File: src/design/kua_pkg.sv
`timescale 1ns / 1ps
// ----------------------------------------------------------------------------
// Keyed usage accumulator package
// Shared widths and the control state type of the accumulator.
// ----------------------------------------------------------------------------
package kua_pkg;

    localparam int unsigned KEY_W   = 32;
    localparam int unsigned AMT_W   = 32;
    localparam int unsigned TOT_W   = 32;
    localparam int unsigned OIDX_W  = 6;
    localparam int unsigned S_DATA_W = 64;
    localparam int unsigned M_DATA_W = 40;
    localparam int unsigned M_USER_W = 2;

    typedef enum logic [1:0] {
        ST_IDLE,
        ST_SCAN,
        ST_HOLD
    } t_state;

endpackage

File: src/design/kua_ram.sv
`timescale 1ns / 1ps
// ----------------------------------------------------------------------------
// Generic single-port-write RAM
// One write port and one read port with a registered read.
// ----------------------------------------------------------------------------
module kua_ram #(
    parameter int unsigned WIDTH = 32,
    parameter int unsigned DEPTH = 64
) (
    input  logic                     i_clk,
    input  logic                     i_we,
    input  logic [$clog2(DEPTH)-1:0] i_waddr,
    input  logic [WIDTH-1:0]         i_wdata,
    input  logic [$clog2(DEPTH)-1:0] i_raddr,
    output logic [WIDTH-1:0]         o_rdata
);

    logic [WIDTH-1:0] r_mem [DEPTH];
    logic [WIDTH-1:0] r_rdata;

    always_ff @(posedge i_clk) begin
        if (i_we) begin
            r_mem[i_waddr] <= i_wdata;
        end
        r_rdata <= r_mem[i_raddr];
    end

    assign o_rdata = r_rdata;

endmodule

File: src/design/keyed_usage_accumulator_unit.sv
`timescale 1ns / 1ps
// ----------------------------------------------------------------------------
// Keyed usage accumulator
// Looks up a card identifier in a table and adds the usage amount to its total.
// ----------------------------------------------------------------------------
//  Channel   Dir  Word contents
//  s_axis    in   tdata: card_id[31:0], amount[63:32]
//  m_axis    out  tdata: entry_index[5:0], running_total[37:6], zero[39:38]
//                 tuser: was_new[0], table_full[1]
//
//  One word is handled at a time, by a sequential scan that reads one stored
//  identifier per cycle. A hit ends the scan early. The reset clears the fill
//  count, the control state, the scan read index, the compare flag and the
//  output valid flag. A finished result waits in a holding stage while the
//  output register is occupied, and a new word is taken once that result has
//  moved into the output register.
// ----------------------------------------------------------------------------
module keyed_usage_accumulator_unit #(
    parameter int unsigned ENTRIES = 64
) (
    input  logic                          i_clk,
    input  logic                          i_rst_n,
    input  logic                          i_s_axis_tvalid,
    output logic                          o_s_axis_tready,
    // card_id[31:0], amount[63:32]
    input  logic [kua_pkg::S_DATA_W-1:0]  i_s_axis_tdata,
    output logic                          o_m_axis_tvalid,
    input  logic                          i_m_axis_tready,
    // entry_index[5:0], running_total[37:6], zero fill[39:38]
    output logic [kua_pkg::M_DATA_W-1:0]  o_m_axis_tdata,
    // was_new[0], table_full[1]
    output logic [kua_pkg::M_USER_W-1:0]  o_m_axis_tuser
);

    localparam int unsigned AW = (ENTRIES > 1) ? $clog2(ENTRIES) : 1;
    localparam int unsigned CW = $clog2(ENTRIES + 1);
    localparam logic [CW-1:0] FULL_CNT = CW'(ENTRIES);

    kua_pkg::t_state r_state, n_state;
    logic [CW-1:0]  r_fill, n_fill;
    logic [CW-1:0]  r_rd_idx, n_rd_idx;
    logic           r_cmp_vld, n_cmp_vld;
    logic [AW-1:0]  r_cmp_idx, n_cmp_idx;
    logic [kua_pkg::KEY_W-1:0] r_key, n_key;
    logic [kua_pkg::AMT_W-1:0] r_amt, n_amt;

    logic [kua_pkg::OIDX_W-1:0] r_res_idx, n_res_idx;
    logic [kua_pkg::TOT_W-1:0]  r_res_tot, n_res_tot;
    logic                       r_res_new, n_res_new;
    logic                       r_res_full, n_res_full;

    logic                       r_out_vld, n_out_vld;
    logic [kua_pkg::OIDX_W-1:0] r_out_idx, n_out_idx;
    logic [kua_pkg::TOT_W-1:0]  r_out_tot, n_out_tot;
    logic                       r_out_new, n_out_new;
    logic                       r_out_full, n_out_full;

    logic                       id_we, tot_we;
    logic [AW-1:0]              waddr, raddr;
    logic [kua_pkg::TOT_W-1:0]  tot_wdata, tot_sum;
    logic [kua_pkg::KEY_W-1:0]  id_rdata;
    logic [kua_pkg::TOT_W-1:0]  tot_rdata;
    logic                       hit;

    kua_ram #(
        .WIDTH (kua_pkg::KEY_W),
        .DEPTH (ENTRIES)
    ) u_id_ram (
        .i_clk   (i_clk),
        .i_we    (id_we),
        .i_waddr (waddr),
        .i_wdata (r_key),
        .i_raddr (raddr),
        .o_rdata (id_rdata)
    );

    kua_ram #(
        .WIDTH (kua_pkg::TOT_W),
        .DEPTH (ENTRIES)
    ) u_tot_ram (
        .i_clk   (i_clk),
        .i_we    (tot_we),
        .i_waddr (waddr),
        .i_wdata (tot_wdata),
        .i_raddr (raddr),
        .o_rdata (tot_rdata)
    );

    assign raddr   = r_rd_idx[AW-1:0];
    assign hit     = r_cmp_vld && (id_rdata == r_key);
    assign tot_sum = tot_rdata + r_amt;

    always_comb begin
        n_state    = r_state;
        n_fill     = r_fill;
        n_rd_idx   = r_rd_idx;
        n_cmp_vld  = r_cmp_vld;
        n_cmp_idx  = r_cmp_idx;
        n_key      = r_key;
        n_amt      = r_amt;
        n_res_idx  = r_res_idx;
        n_res_tot  = r_res_tot;
        n_res_new  = r_res_new;
        n_res_full = r_res_full;
        n_out_vld  = r_out_vld;
        n_out_idx  = r_out_idx;
        n_out_tot  = r_out_tot;
        n_out_new  = r_out_new;
        n_out_full = r_out_full;
        id_we      = 1'b0;
        tot_we     = 1'b0;
        waddr      = r_cmp_idx;
        tot_wdata  = tot_sum;
        o_s_axis_tready = 1'b0;

        if (r_out_vld && i_m_axis_tready) begin
            n_out_vld = 1'b0;
        end

        unique case (r_state)
            kua_pkg::ST_IDLE: begin
                o_s_axis_tready = 1'b1;
                if (i_s_axis_tvalid) begin
                    n_key     = i_s_axis_tdata[kua_pkg::KEY_W-1:0];
                    n_amt     = i_s_axis_tdata[kua_pkg::KEY_W +: kua_pkg::AMT_W];
                    n_rd_idx  = '0;
                    n_cmp_vld = 1'b0;
                    n_state   = kua_pkg::ST_SCAN;
                end
            end
            kua_pkg::ST_SCAN: begin
                if (r_rd_idx < r_fill) begin
                    n_rd_idx  = r_rd_idx + 1'b1;
                    n_cmp_vld = 1'b1;
                    n_cmp_idx = r_rd_idx[AW-1:0];
                end else begin
                    n_cmp_vld = 1'b0;
                end
                if (hit) begin
                    tot_we     = 1'b1;
                    n_res_idx  = kua_pkg::OIDX_W'(r_cmp_idx);
                    n_res_tot  = tot_sum;
                    n_res_new  = 1'b0;
                    n_res_full = 1'b0;
                    n_state    = kua_pkg::ST_HOLD;
                end else if (!r_cmp_vld && (r_rd_idx >= r_fill)) begin
                    n_state = kua_pkg::ST_HOLD;
                    if (r_fill >= FULL_CNT) begin
                        n_res_idx  = '0;
                        n_res_tot  = '0;
                        n_res_new  = 1'b0;
                        n_res_full = 1'b1;
                    end else begin
                        id_we      = 1'b1;
                        tot_we     = 1'b1;
                        waddr      = r_fill[AW-1:0];
                        tot_wdata  = r_amt;
                        n_fill     = r_fill + 1'b1;
                        n_res_idx  = kua_pkg::OIDX_W'(r_fill);
                        n_res_tot  = r_amt;
                        n_res_new  = 1'b1;
                        n_res_full = 1'b0;
                    end
                end
            end
            kua_pkg::ST_HOLD: begin
                if (!r_out_vld || i_m_axis_tready) begin
                    n_out_vld  = 1'b1;
                    n_out_idx  = r_res_idx;
                    n_out_tot  = r_res_tot;
                    n_out_new  = r_res_new;
                    n_out_full = r_res_full;
                    n_state    = kua_pkg::ST_IDLE;
                end
            end
            default: begin
                n_state = kua_pkg::ST_IDLE;
            end
        endcase
    end

    always_ff @(posedge i_clk) begin
        if (!i_rst_n) begin
            r_state   <= kua_pkg::ST_IDLE;
            r_fill    <= '0;
            r_rd_idx  <= '0;
            r_cmp_vld <= 1'b0;
            r_out_vld <= 1'b0;
        end else begin
            r_state   <= n_state;
            r_fill    <= n_fill;
            r_rd_idx  <= n_rd_idx;
            r_cmp_vld <= n_cmp_vld;
            r_out_vld <= n_out_vld;
        end
    end

    always_ff @(posedge i_clk) begin
        r_cmp_idx  <= n_cmp_idx;
        r_key      <= n_key;
        r_amt      <= n_amt;
        r_res_idx  <= n_res_idx;
        r_res_tot  <= n_res_tot;
        r_res_new  <= n_res_new;
        r_res_full <= n_res_full;
        r_out_idx  <= n_out_idx;
        r_out_tot  <= n_out_tot;
        r_out_new  <= n_out_new;
        r_out_full <= n_out_full;
    end

    assign o_m_axis_tvalid = r_out_vld;
    assign o_m_axis_tdata  = {2'b00, r_out_tot, r_out_idx};
    assign o_m_axis_tuser  = {r_out_full, r_out_new};

endmodule

File: config.mk
export PLATFORM = sky130hd
export DESIGN_NAME = keyed_usage_accumulator_unit
export DESIGN_NICKNAME = d
export VERILOG_FILES = /design/src/design/kua_pkg.sv /design/src/design/kua_ram.sv /design/src/design/keyed_usage_accumulator_unit.sv
export SDC_FILE = /design/constraint.sdc
export NUM_CORES = 2
export LEC_CHECK = 0
export BUFFER_PORTS_ARGS = -buffer_cell sky130_fd_sc_hd__buf_2
export CORE_MARGIN = 2
export CORE_UTILIZATION = 30
export DETAILED_ROUTE_END_ITERATION = 8
export PLACE_DENSITY = 0.46
export SLEW_MARGIN = 20
export SYNTH_ARGS = -nofsm -noshare
export SYNTH_HDL_FRONTEND = slang
export SYNTH_HIERARCHICAL = 1
export SYNTH_SLANG_ARGS = --single-unit
File: constraint.sdc
create_clock -name i_clk -period 8.3 [get_ports i_clk]
set_input_delay 1.66 -clock i_clk [delete_from_list [all_inputs] [get_ports i_clk]]
set_output_delay 1.66 -clock i_clk [all_outputs]
set_load 0.05 [all_outputs]
==> qor.yml <==
synthesis.area_sq_um: 165000
routedWlPerCell_um: 31.4
drive_above_1_share_pct: 28.5
postSynthAreaPerCell_sq_um: 22.4
nets: 7969
busiest_layer: "met2"
vdd_drop_max_mv: 0.185
cts_sinks: 4328
path_max_fanout: 79
maxSlewViolCount: 0
route.vias.total: 79300
fp.dieH_um: 747
worstHoldPathType: "reg2reg"
core_sq_um: 549000
wirelength_mm: 487
post-route-period-util_pct: 79.0
cts_buffer_depth: 4
synth_compound_area_share_pct: 2.26
crit_path_end_kind: "flop"
postCtsResizedCells: 0
globalplace.congestion: 0.808
maxCapViolCount: 0
seq_area_sq_um: 129000
drt-initial-drc-count: 9260
status: "complete, no violations"
postCtsSetupBuffers: 0
r2r_setup_slack_ps: 1750
synthArstFlopShare_pct: 0
fin_crit_ps: 6550
critical-path-slowest-cell: "nor2_4"
r2r_cells: 11
path_cells: "buf_4, xor2_1, or4_1, or4_1, or4_4, buf_4, a21oi_1, nor2b_1, nand2_1, nor2_4, buf_4"
numCtsBuffers: 430
cp_top_family: "simple AND/OR/NAND/NOR gates"
post-synth-top-count-cell: "edfxtp_1"
synth.area.top_cells: "edfxtp_1 (77%), mux4_2 (15%), mux2i_1 (1.1%)"
synth_cells: 7387
cts.hold.buffers_added: 0
cpPeakStageDelay_ps: 1040
critPathLaunchType: "flop"
tns_ps: 0
synth-edff-count: 4246
multi_input_area_sq_um: 35700
worst-endpoint-required_ps: 9000
grt_pass1_wl_mm: 672
drt-pass1-iter-count: 5
r2r-end: "u_tot_ram/r_mem[16][9]"
power.leakage_uw: 0.0569
io_pins: 112
core.rowCount: 272
dp_hpwl_mm: 292
grtUsageTotal_pct: 17.0
drc: 0
portBuffers: 109
clkLatencyLatePin_ps: 1000
synth_simple_gate_area_share_pct: 1.85
cp_num_buf_inv: 3
areaGrowthSynthToFinish_pct: 16.0
ys_seq_area_share_pct: 78.0
hold_violations: 0
grt_use_met3_pct: 2.13
synth_top_area_share_pct: 77.1
root_buffer: "clkbuf_16"
grt_use_met2_pct: 28.6
min_to: "r_out_tot[1]"
ys_warn_count: 6
synthMuxAreaShare_pct: 16.0
grt_use_met1_pct: 23.2
hold_path_depth: 0
ys_types: 62
dieArea_sq_um: 558000
worst_pin_slew_ps: 1150
hp-start: "r_res_tot[1]"
vias_per_cell: 5.12
synth-xor-area-share_pct: 0.365
overflow: 0
antenna_found_initial: 39
ys_top_cells_by_count: "edfxtp_1 (4246), mux4_2 (1088), nor2_1 (309)"
holdWs_ps: 419
synth_fa_ha_area_share_pct: 0.322
reg2reg_from: "r_key[18]"
synth_seq_cells: 4328
fillers: 50500
start_util_pct: 30.1
synth.largest_area_cell: "edfxtp_1"
p_per_area_nw_per_um2: 245
fin_worst_skew_ps: 59.5
first_global_vias: 81100
synthFlopType: "edfxtp_1"
die-width_um: 747
synth_top_family_by_area: "multiplexers"
cp.arrival_ps: 7250
cts_tree: "yes"
max_freq_mhz: 153
path_common_cell: "buf_4"
clkTransAtPathRegs_ps: 70
ant_nets: 0
cts_max_level: 5
max_slew_margin_pct: 23.3
grt_max_degree: 122
setup_viol: 0
rsz0062_at_grt: "no"
path_class: "reg2reg"
[cell families (layout without fill, tap and decap cells)]
logic type      count (synthesis)  in the layout
simple gates                  662            662
fa+ha+maj                      42             42
other cells                     1             14
buf+inv                       417           1246
flops                        4328           4328
mux                          1277           1277
xor+xnor                       69             69
compound gates                591            591
[metal layers]
layer | part of all wire [%] | routed length (um)
met1 | 42 | 204000
met2 | 49 | 240000
met3 | 5.4 | 26400
met4 | 3.2 | 15700
met5 | 0.0051 | 25
[metrics by stage]
step	setup WS (ps)	utilization [%]	total power (uW)	cells	area [sq um]
2_1_floorplan	1940	-	26400	7388	165000
3_3_place_gp	1910	32.2	27600	14700	177000
3_5_place_dp	1820	32.4	27700	14700	178000
4_1_cts	1780	34.9	47500	15500	192000
5_1_grt	1560	35.0	48400	15500	192000
6_report	1750	35.0	47000	15500	192000
[flip-flops by register name, indices dropped and copies added, names as in the netlist, 7 cells and up]
signal             cells
r_out_tot             32
u_id_ram/o_rdata      32
r_fill                 7
r_key                 32
u_tot_ram/r_mem     2048
u_tot_ram/o_rdata     32
r_res_tot             32
u_id_ram/r_mem      2048
r_amt                 32
r_rd_idx               7
[cell usage in the layout (no fill, tap or decap), types with 29 or more instances in the layout]
cell type,count
a21oi_1,159
buf_12,33
o221ai_1,55
buf_4,277
clkbuf_16,439
bufinv_16,54
ha_1,41
mux2i_1,189
edfxtp_1,4246
dfxtp_1,76
nor2b_1,34
nor2_4,125
clkbuf_1,92
clkinv_1,74
clkinv_2,87
o21ai_0,36
xor2_1,43
nor2_1,184
buf_2,109
nand3_1,50
o21ai_4,29
nand2_1,112
o22ai_1,168
mux4_2,1088
[area by class of cell]
type                       count  share of cell area [%]
antenna                       12                  0.0156
clock buffer                 542                    5.98
clock inverter               248                    1.43
inverter                      25                  0.0509
multi-input combinational   2643                    18.6
sequential                  4328                    67.3
tap                         7261                    4.73
timing repair buffer         431                    1.88
[worst max path at each step]
stage	cells after the start	start	to
after floorplan	10	r_key[18]	u_tot_ram/r_mem[49][0]
after global placement	10	r_key[18]	u_tot_ram/r_mem[12][27]
after detailed placement	11	r_key[18]	u_tot_ram/r_mem[16][9]
after CTS	11	r_key[18]	u_tot_ram/r_mem[16][9]
after global routing	11	r_key[18]	u_tot_ram/r_mem[16][9]
final	11	r_key[18]	u_tot_ram/r_mem[16][9]
[report_power, final]
part,internal [uW],switching (uW),leakage (uW)
registers,24800,68.6,0.0389
clock network,11500,8370,0.00695
logic,442,1870,0.0110
No activity file was read; power rests on OpenSTA's default activity.
